$ cat config.mk
export PLATFORM = sky130hd
export DESIGN_NAME = waypoint_delta_decoder_core
export DESIGN_NICKNAME = d
export VERILOG_FILES = /design/src/rtl/wdd_pkg.sv /design/src/rtl/wdd_rsp_skid.sv /design/src/rtl/waypoint_delta_decoder_core.sv
export SDC_FILE = /design/constraint.sdc
export NUM_CORES = 1
export LEC_CHECK = 0
export ABC_CLOCK_PERIOD_IN_PS = 8100
export BUFFER_PORTS_ARGS = -buffer_cell sky130_fd_sc_hd__buf_2
export CORE_ASPECT_RATIO = 1.5
export CORE_MARGIN = 1.5
export CORE_UTILIZATION = 50
export CTS_CLUSTER_DIAMETER = 150
export DETAILED_ROUTE_END_ITERATION = 10
export PLACE_DENSITY = 0.78
export SLEW_MARGIN = 15
export SYNTH_ARGS = -nofsm -noshare
export SYNTH_HDL_FRONTEND = slang
export SYNTH_SLANG_ARGS = --single-unit
$ cat constraint.sdc
create_clock -name clock -period 8.1 [get_ports clock]
set_input_delay 0.81 -clock clock [delete_from_list [all_inputs] [get_ports clock]]
set_output_delay 0.81 -clock clock [all_outputs]
set_load 0.02 [all_outputs]
$ cat src/rtl/wdd_pkg.sv
// shared types for the waypoint delta decoder
`default_nettype none

package wdd_pkg;

   localparam int DATA_W  = 8;
   localparam int COORD_W = 16;

   // one decoded waypoint as it leaves the core
   typedef struct packed {
      logic                      last;
      logic signed [COORD_W-1:0] y;
      logic signed [COORD_W-1:0] x;
   } rsp_item_type;

endpackage

`default_nettype wire

$ cat src/rtl/wdd_rsp_skid.sv
// output register with skid stage for decoded waypoints
`default_nettype none

module wdd_rsp_skid (
   input  wire                  clock,
   input  wire                  reset,
   input  wire                  in_valid,
   input  wdd_pkg::rsp_item_type in_item,
   output logic                 in_ready,
   output logic                 out_valid,
   output wdd_pkg::rsp_item_type out_item,
   input  wire                  out_ready
);

   logic                  out_v_ff;
   logic                  skid_v_ff;
   wdd_pkg::rsp_item_type out_ff;
   wdd_pkg::rsp_item_type skid_ff;

   // skid slot full means the upstream must hold
   assign in_ready  = !skid_v_ff;
   assign out_valid = out_v_ff;
   assign out_item  = out_ff;

   always_ff @(posedge clock) begin
      if (reset) begin
         out_v_ff  <= 1'b0;
         skid_v_ff <= 1'b0;
      end else if (!out_v_ff || out_ready) begin
         if (skid_v_ff) begin
            out_v_ff  <= 1'b1;
            skid_v_ff <= 1'b0;
         end else begin
            out_v_ff  <= in_valid;
         end
      end else if (in_valid && !skid_v_ff) begin
         skid_v_ff <= 1'b1;
      end
   end

   always_ff @(posedge clock) begin
      if (!out_v_ff || out_ready) begin
         out_ff <= skid_v_ff ? skid_ff : in_item;
      end
      if (out_v_ff && !out_ready && !skid_v_ff) begin
         skid_ff <= in_item;
      end
   end

endmodule

`default_nettype wire

$ cat src/rtl/waypoint_delta_decoder_core.sv
// waypoint delta decoder: byte stream in, absolute waypoints out
//
//   channel | dir | tdata (low bit up)             | tuser      | tlast
//   --------+-----+--------------------------------+------------+------------
//   req_    | in  | data_byte[7:0], coord_count    | start_req  | -
//   rsp_    | out | x[15:0], y[15:0]               | -          | last
//
// one item per cycle sustained while the skid stage has room; each waypoint is
// registered into the skid stage once the byte that completes its y is accepted
// flag header bytes sit in a small synchronous ram; its registered read is
// started from the next-state point index so the flag byte is ready in time
// reset clears the control state only; the flag ram is not swept, every flag
// used is written by the header of the same packet first
// rsp_ stalls are absorbed by a skid stage; req_tready drops only when it is full
`default_nettype none

module waypoint_delta_decoder_core #(
   parameter int MAX_COORDS = 256
) (
   input  wire         clock,
   input  wire         reset,
   // input bytes
   input  wire         req_tvalid,
   output logic        req_tready,
   input  wire  [15:0] req_tdata,   // [7:0] data_byte, [15:8] coord_count
   input  wire         req_tuser,   // [0] start_req
   // decoded waypoints
   output logic        rsp_tvalid,
   input  wire         rsp_tready,
   output logic [31:0] rsp_tdata,   // [15:0] x, [31:16] y
   output logic        rsp_tlast    // last waypoint of the packet
);

   // flag ram geometry follows from the largest coordinate count
   localparam int FLAG_BYTES = (MAX_COORDS + 7) / 8;
   localparam int FLAG_AW    = (FLAG_BYTES > 1) ? $clog2(FLAG_BYTES) : 1;
   localparam int FLAG_DEPTH = 1 << FLAG_AW;
   // coord_count is eight bits, so the clamp never exceeds 255
   localparam logic [7:0] SAT_COUNT = (MAX_COORDS > 255) ? 8'd255 : 8'(MAX_COORDS);

   // which byte of the point comes next
   typedef enum logic [3:0] {
      PH_X_LO = 4'b0001,
      PH_X_HI = 4'b0010,
      PH_Y_LO = 4'b0100,
      PH_Y_HI = 4'b1000
   } phase_type;

   // payload unpack
   logic [7:0] data_byte;
   logic [7:0] coord_count;
   logic       start_req;
   assign data_byte   = req_tdata[7:0];
   assign coord_count = req_tdata[15:8];
   assign start_req   = req_tuser;

   // decode state
   logic [5:0]  header_left_ff, header_left_in;
   logic [6:0]  points_left_ff, points_left_in;
   logic [6:0]  point_index_ff, point_index_in;
   phase_type   phase_ff, phase_in;
   logic [7:0]  low_hold_ff, low_hold_in;
   logic [15:0] x_acc_ff, x_acc_in;
   logic [15:0] y_acc_ff, y_acc_in;

   // flag ram
   logic [7:0]  flag_mem [FLAG_DEPTH];
   logic [7:0]  flag_rd_ff;
   logic        flag_we;
   logic [FLAG_AW-1:0] flag_wr_addr;
   logic [FLAG_AW-1:0] flag_rd_addr;
   logic [6:0]  rd_pm1;
   logic [6:0]  rd_byte_idx;

   // per-item combinational terms
   logic        accept;
   logic [7:0]  count_sat;
   logic [8:0]  count_plus5;
   logic [5:0]  eff_header;
   logic [6:0]  eff_points;
   logic [6:0]  eff_index;
   phase_type   eff_phase;
   logic [6:0]  cur_pm1;
   logic [2:0]  x_bit_sel;
   logic [2:0]  y_bit_sel;
   logic        x_delta;
   logic        y_delta;
   logic [15:0] byte_sext;
   logic        done;
   logic        skid_ready;

   wdd_pkg::rsp_item_type rsp_item;
   wdd_pkg::rsp_item_type rsp_out;

   assign accept = req_tvalid && req_tready;

   // a start byte reframes the packet before the byte itself is used
   always_comb begin
      count_sat   = (coord_count > SAT_COUNT) ? SAT_COUNT : coord_count;
      count_plus5 = {1'b0, count_sat} + 9'd5;
      if (start_req) begin
         eff_header = count_plus5[8:3] + {5'b0, count_sat[0]};
         eff_points = count_sat[7:1];
         eff_index  = 7'd0;
         eff_phase  = PH_X_LO;
      end else begin
         eff_header = header_left_ff;
         eff_points = points_left_ff;
         eff_index  = point_index_ff;
         eff_phase  = phase_ff;
      end
   end

   // flag bits of point k sit at 2(k-1) and 2(k-1)+1; the first point is absolute
   assign cur_pm1   = eff_index - 7'd1;
   assign x_bit_sel = {cur_pm1[1:0], 1'b0};
   assign y_bit_sel = {cur_pm1[1:0], 1'b1};
   assign x_delta   = (eff_index != 7'd0) && flag_rd_ff[x_bit_sel];
   assign y_delta   = (eff_index != 7'd0) && flag_rd_ff[y_bit_sel];
   assign byte_sext = {{8{data_byte[7]}}, data_byte};

   always_comb begin
      header_left_in = eff_header;
      points_left_in = eff_points;
      point_index_in = eff_index;
      phase_in       = eff_phase;
      low_hold_in    = low_hold_ff;
      x_acc_in       = x_acc_ff;
      y_acc_in       = y_acc_ff;
      flag_we        = 1'b0;
      done           = 1'b0;

      if (eff_header != 6'd0) begin
         // header byte: keep it if it lands inside the ram
         flag_we        = (32'(eff_index) < FLAG_BYTES);
         header_left_in = eff_header - 6'd1;
         point_index_in = (eff_header == 6'd1) ? 7'd0 : eff_index + 7'd1;
      end else if (eff_points != 7'd0) begin
         unique case (eff_phase)
            PH_X_LO: begin
               if (x_delta) begin
                  x_acc_in = x_acc_ff + byte_sext;
                  phase_in = PH_Y_LO;
               end else begin
                  low_hold_in = data_byte;
                  phase_in    = PH_X_HI;
               end
            end
            PH_X_HI: begin
               x_acc_in = {data_byte, low_hold_ff};
               phase_in = PH_Y_LO;
            end
            PH_Y_LO: begin
               if (y_delta) begin
                  y_acc_in = y_acc_ff + byte_sext;
                  done     = 1'b1;
               end else begin
                  low_hold_in = data_byte;
                  phase_in    = PH_Y_HI;
               end
            end
            PH_Y_HI: begin
               y_acc_in = {data_byte, low_hold_ff};
               done     = 1'b1;
            end
            default: begin
               phase_in = PH_X_LO;
            end
         endcase
         if (done) begin
            points_left_in = eff_points - 7'd1;
            point_index_in = eff_index + 7'd1;
            phase_in       = PH_X_LO;
         end
      end
      // bytes past the last point fall through with no effect
   end

   always_ff @(posedge clock) begin
      if (reset) begin
         header_left_ff <= '0;
         points_left_ff <= '0;
         point_index_ff <= '0;
         phase_ff       <= PH_X_LO;
      end else if (accept) begin
         header_left_ff <= header_left_in;
         points_left_ff <= points_left_in;
         point_index_ff <= point_index_in;
         phase_ff       <= phase_in;
      end
   end

   always_ff @(posedge clock) begin
      if (accept) begin
         low_hold_ff <= low_hold_in;
         x_acc_ff    <= x_acc_in;
         y_acc_ff    <= y_acc_in;
      end
   end

   // ram write during the header; a flag byte read is only used once the header is
   // done, and never for the point right after it, so no flag byte that is used is
   // read while its entry is being written
   assign flag_wr_addr = eff_index[FLAG_AW-1:0];

   // prefetch the flag byte of the point that is current after this edge
   assign rd_pm1       = (accept ? point_index_in : point_index_ff) - 7'd1;
   assign rd_byte_idx  = rd_pm1 >> 2;
   assign flag_rd_addr = rd_byte_idx[FLAG_AW-1:0];

   always_ff @(posedge clock) begin
      if (accept && flag_we) begin
         flag_mem[flag_wr_addr] <= data_byte;
      end
      flag_rd_ff <= flag_mem[flag_rd_addr];
   end

   // result path
   assign rsp_item.x    = x_acc_in;
   assign rsp_item.y    = y_acc_in;
   assign rsp_item.last = (eff_points == 7'd1);

   wdd_rsp_skid u_rsp_skid (
      .clock     (clock),
      .reset     (reset),
      .in_valid  (accept && done),
      .in_item   (rsp_item),
      .in_ready  (skid_ready),
      .out_valid (rsp_tvalid),
      .out_item  (rsp_out),
      .out_ready (rsp_tready)
   );

   assign req_tready = skid_ready;
   assign rsp_tdata  = {rsp_out.y, rsp_out.x};
   assign rsp_tlast  = rsp_out.last;

endmodule

`default_nettype wire

# --- Word-level counts from Yosys, hierarchy flattened ---
# Memory sizes are Yosys's and may differ from the RTL's. A register that Yosys moved wholly into a read port is not among the register bits.
# Index checks and enable logic that the tools add are counted.
# Widths: inputs -> output; s select.
totals:
  regBits: 132
  mem_bits_rw: 256
  inputBits: 21
  out_inout_bits: 35
  word_cells: 102
  n_memories: 1
classes:
  add_sub_neg: 9
  order_cmp: 4
  eq_ne: 8
  n_mux: 46
  bitwise_logic: 1
  n_reduce_logical: 18
mem_list:
  columns: ["memory", "words", "width", "rd", "rd_ports_with_merged_regs", "write_ports", "line_no", "text"]
  rows:
  - ["flag_mem", 32, 8, 1, 1, 1, "waypoint_delta_decoder_core.sv:67", "logic [7:0] flag_mem [FLAG_DEPTH];"]
ops:
  columns: ["op", "count"]
  rows:
  - ["$mux 16", 6]
  - ["$mux 7", 10]
  - ["$pmux 16 s2", 2]
  - ["$mux 33", 1]
  - ["$add 16x16->16", 2]
  - ["$mux 8", 3]
  - ["$mux 4", 5]
  - ["$pmux 4 s4", 1]
  - ["$pmux 8 s2", 1]
  - ["$reduce_bool 7->1", 2]
  - ["$sub 7x1->7 const B", 2]
  - ["$mux 6", 2]
  - ["$mux 1", 11]
  - ["$add 8x3->9 const B", 1]
  - ["$gt 8x8->1 const B", 1]
  - ["$logic_and 1x1->1", 8]
  - ["$lt 3x4->1 const B", 2]
  - ["$add 7x1->7 const B", 1]
  - ["$eq 7x1->1 const B", 1]
  - ["$lt 7x6->1 const B", 1]
  - ["$add 6x1->6", 1]
  - ["$eq 6x1->1 const B", 1]
  - ["$reduce_and 6->1", 1]
  - ["$reduce_bool 6->1", 1]
  - ["other kinds (15)", 19]

# --- Depth between registers and ports, before layout ---
logic_depth:
  ltp_word: 14
  ltp_mapped: 22
  depth_no_buf: 17

# --- By module ---
# Synthesis repeated with hierarchy kept, for this count alone.
hier_totals:
  hier_cells: 1444
  area_unflattened_um2: 18296.3
modules_own_cells:
  columns: ["mod", "n_inst", "cells_per_inst", "area_per_inst_um2"]
  rows:
  - ["waypoint_delta_decoder_core", 1, 1333, 15707.6]
  - ["wdd_rsp_skid", 1, 111, 2588.7]

# --- Worst setup path before layout ---
# OpenSTA, ideal clock, no wires.
synth_timing:
  path_kind: "input-to-reg"
  from: "input port req_tdata[11]"
  to: "register low_hold_ff[0] (enable)"
  setup_time_ns: 0.419
  t_arrival_ns: 4.898
  required_time_ns: 7.681
  slack_ns: 2.783
  stages: 17
  path_buffers: 3
  path_cell_list: "buf_2 inv_1 nor2_1 nor2_1 ha_1 ha_1 buf_2 nor2_1 o22ai_1 o221ai_1 o22ai_1 nor2_1 nand2_1 nor2_1 clkbuf_1 nand2_1 a2111oi_0"
synth_between:
  elab_chain_cells: 8
  word_cells_on_any_way: 10
synth_rtl:
  columns: ["element", "line_no", "text"]
  rows:
  - ["start: declaration", "waypoint_delta_decoder_core.sv:25", "input wire [15:0] req_tdata,"]
  - ["$gt 8x8->1", "waypoint_delta_decoder_core.sv:99", "count_sat = (coord_count > SAT_COUNT) ? SAT_COUNT : coord_count;"]
  - ["$mux 8 *", "waypoint_delta_decoder_core.sv:99", null]
  - ["$add 8x3->9", "waypoint_delta_decoder_core.sv:100", "count_plus5 = {1'b0, count_sat} + 9'd5;"]
  - ["$add 6x1->6", "waypoint_delta_decoder_core.sv:102", "eff_header = count_plus5[8:3] + {5'b0, count_sat[0]};"]
  - ["$mux 6", "waypoint_delta_decoder_core.sv:101", "if (start_req) begin"]
  - ["$reduce_bool 6->1", "waypoint_delta_decoder_core.sv:133", "if (eff_header != 6'd0) begin"]
  - ["$not 1->1 (no source line)", null, null]
  - ["$reduce_and 6->1 (no source line) *", null, null]
  - ["end signal: assignment", "waypoint_delta_decoder_core.sv:195", "low_hold_ff <= low_hold_in;"]
  - ["end: declaration", "waypoint_delta_decoder_core.sv:62", "logic [7:0] low_hold_ff, low_hold_in;"]
# Every way passes the cells marked *; elsewhere a longest branch is shown, timed or not.
# A chain may end at the register's enable or synchronous reset.

# --- Final worst setup path ---
layout_timing:
  from: "input port req_tdata[9]"
  to: "register flag_rd_ff[0], read port of flag_mem"
layout_between:
  elab_chain_cells: 10
  word_cells_on_any_way: 14
layout_rtl:
  columns: ["element", "line_no", "text"]
  rows:
  - ["$gt 8x8->1", "waypoint_delta_decoder_core.sv:99", null]
  - ["$mux 8 *", "waypoint_delta_decoder_core.sv:99", null]
  - ["$add 8x3->9", "waypoint_delta_decoder_core.sv:100", null]
  - ["$add 6x1->6", "waypoint_delta_decoder_core.sv:102", null]
  - ["$mux 6", "waypoint_delta_decoder_core.sv:101", null]
  - ["$eq 6x1->1", "waypoint_delta_decoder_core.sv:137", "point_index_in = (eff_header == 6'd1) ? 7'd0 : eff_index + 7'd1;"]
  - ["$mux 7", "waypoint_delta_decoder_core.sv:137", null]
  - ["$mux 7 *", "waypoint_delta_decoder_core.sv:133", null]
  - ["$mux 7 *", null, null]
  - ["$sub 7x1->7 *", "waypoint_delta_decoder_core.sv:207", "assign rd_pm1 = (accept ? point_index_in : point_index_ff) - 7'd1;"]
  - ["end: declaration", "waypoint_delta_decoder_core.sv:68", "logic [7:0] flag_rd_ff;"]
# Marks and branches as above.

==> metrics.yaml <==
status: "complete, no violations"
vias_per_cell: 6.074
firstDrtPassIters: 5
syn_nets: 1428
cts.sinks: 396
required_ns: 8.54
path_buf_inv: 4
yosys.area.top_type_share: 0.6020
drt_wl_total_um: 42470
seq_area_um2: 11550
grt_max_degree: 65
clockRootBuffer: "clkbuf_16"
clock_latency_ns: 0.54
synth_area_leaders: "edfxtp_1, mux2i_1, dfxtp_1, o221a_2, nand2_1"
grt_util_met1: 0.2632
num_io_pins: 56
area_delta_synth_final_pct: 10.92
path_class: "primary input to register"
place_area_um2: 18820
worstPathCellList: "buf_2 > a21oi_2 > nor2_1 > nor2_1 > ha_1 > ha_1 > mux2i_1 > ha_1 > inv_1 > a211oi_2 > a32o_1 > a211oi_4 > buf_4 > and4_1 > nor2_4 > buf_4 > o221a_2 > o22ai_1 > nor4_1"
p_per_area_nw_per_um2: 236.2
cts_buffers: 36
worst_path_dominant_cell_family: "simple AND/OR/NAND/NOR gates"
initial_core_util: 0.5054
core_um2: 35730
drive_gt1_frac: 0.1768
r2r_slack_ns: 2.81
drt-initial-drc-count: 880
hold_slack_ns: 0.4569
p_sw_frac: 0.2563
fp-row-count: 85
yosys.area.top_type: "edfxtp_1"
multi_input_area_um2: 6111
cp_max_fo: 40
leakage_nw: 7.364
p_seq_frac: 0.492
fin_skew_ns: 0.01468
rsz0062_at_grt: "false"
final_cell_area_um2: 20030
finalSetupTns_ns: 0
p_comb_frac: 0.142
dp_slack_ns: 1.739
synth-async-reset-ratio: 0
r2r_start: "point_index_ff[0]"
synth_most_common_cell: "edfxtp_1"
grt-ovfl-total: 0
post-route-min-period_ns: 5.913
grt_pass1_wl_um: 65330
met2_usage: 0.4117
ys_seq_elements: 396
worst_pin_slew_ns: 1.056
path_clk_slew_ns: 0.07
fin_cells: 1920
synthCells: 1364
ys_top_cells_by_count: "edfxtp_1, nand2_1, nor2_1"
dp_cells: 1854
period_share: 0.7300
cts_tree: "yes"
worst_path_most_repeated_cell: "ha_1"
seq_area_frac_synth: 0.6396
layout.nets: 1478
dieArea_um2: 37290
cp.arrival_ns: 6.35
diodes: 0
drtAntennaViolNets: 0
synth_edf_count: 362
grt_pass1_vias: 11646
cts_resized: 0
die_height_um: 235.8
grtUsageMet3: 0.03332
cp-endpoint: "flag_rd_ff[0]"
internal_power_mw: 3.519
port_buffers: 55
routedWlPerCell_um: 22.12
synthDistinctLibCells: 78
postCtsHoldBufs: 0
clockBufferDepth: 3
route.detailed.drc: 0
finalHoldViolCount: 0
cts_max_level: 2
fin_ws_ns: 2.187
critPathMaxStageDelay_ns: 0.82
slowest_stage: "nor2_4"
dieWidth_um: 158.2
power_mw: 4.732
yosysWarnings: 0
hp-class: "register to register"
fmax_mhz: 169.1
setup_viol: 0
post_synth.cell_area_avg_um2: 13.24
startpoint: "req_tdata[9]"
synthesis.area_um2: 18060
path_depth: 19
cap_viol_max_count: 0
timing.rr.end: "flag_rd_ff[0]"
p_clk_frac: 0.366
gp_congestion: 0.9161
ir_drop_uv: 206.5
dp_hpwl_um: 27930
fill_cells: 2891
via_count: 11663
maxSlewViolCount: 0
grt.busiest_layer: "met2"
grt_usage: 0.2308
synthFlopType: "edfxtp_1"
antenna_found_initial: 0
endpoint_kind: "register"
p_switching_mw: 1.213
rr_worst_depth: 15
worstSetupStartpointType: "primary input"
worst_slew_margin_rel: 0.2909
postCtsSetupBuffers: 0
final_util: 0.5605
[state kept, by name (all words and copies together) (netlist names)]
| register | count |
|---|---|
| point_index_ff | 7 |
| x_acc_ff | 16 |
| u_rsp_skid.out_valid | 1 |
| points_left_ff | 7 |
| u_rsp_skid.skid_v_ff | 1 |
| flag_mem | 256 |
| y_acc_ff | 16 |
| u_rsp_skid.skid_ff | 33 |
| phase_ff | 4 |
| flag_rd_ff | 8 |
| header_left_ff | 6 |
| low_hold_ff | 8 |
| u_rsp_skid.out_item | 33 |
[worst min-delay path: stages (launching register included)]
cell     delay [ns]
dfxtp_1        0.31
nand2_1        0.05
a21oi_1        0.05
[layout make-up]
class / count / area share
Clock buffer: 41 / 0.04854
Multi-Input combinational cell: 871 / 0.3051
Sequential cell: 396 / 0.5767
Inverter: 31 / 0.005809
Clock inverter: 25 / 0.01168
Tap cell: 478 / 0.02986
Timing Repair Buffer: 78 / 0.02236
[cells by family (layout without fill, tap and decap cells)]
kind of cell    after synthesis  after routing  synth area share
buf+inv                      97            175           0.02266
xor+xnor                     34             34           0.01691
simple gates                371            371           0.09250
mux                         116            116           0.06783
compound gates              307            307            0.1298
fa+ha+maj                    43             43           0.03062
flops                       396            396            0.6396
[how the worst min path moves through the flow]
stage	cells past startpoint	endpoint	slack [ns]	startpoint
after floorplan	2	points_left_ff[0]	0.43	points_left_ff[0]
after global placement	2	points_left_ff[0]	0.44	points_left_ff[0]
after detailed placement	2	points_left_ff[1]	0.45	points_left_ff[1]
after CTS	2	points_left_ff[1]	0.46	points_left_ff[1]
after global routing	2	points_left_ff[0]	0.48	points_left_ff[0]
final	2	points_left_ff[1]	0.46	points_left_ff[1]
[power groups by stage]
| stage | registers, mW | logic, mW | clock network (mW) |
|---|---|---|---|
| after detailed placement | 2.37 | 0.661 | 0 |
| after global routing | 2.33 | 0.726 | 1.82 |
| after floorplan | 2.38 | 0.452 | 0 |
| final | 2.33 | 0.671 | 1.73 |
| after CTS | 2.33 | 0.667 | 1.75 |
| after global placement | 2.37 | 0.649 | 0 |
[cell usage in the layout (no fill, tap or decap), drive strengths merged, types with 23 or more instances in the layout]
master / count
nor2: 98
o21ai: 61
o22ai: 31
nor3: 26
buf: 78
a21oi: 40
xnor2: 23
a22oi: 25
mux2: 35
dfxtp: 34
nand3: 27
inv: 35
clkbuf: 41
edfxtp: 362
ha: 41
o221a: 55
mux2i: 80
nand2: 156
[layer usage]
metal / vias up / share of wire / wire [um]
met5: - / 0 / 0
met4: 0 / 0.060 / 2541
met3: 131 / 0.052 / 2189
met2: 432 / 0.52 / 22030
met1: 5730 / 0.37 / 15710
li1: 5370 / - / -
(Power assumes the default switching activity.)
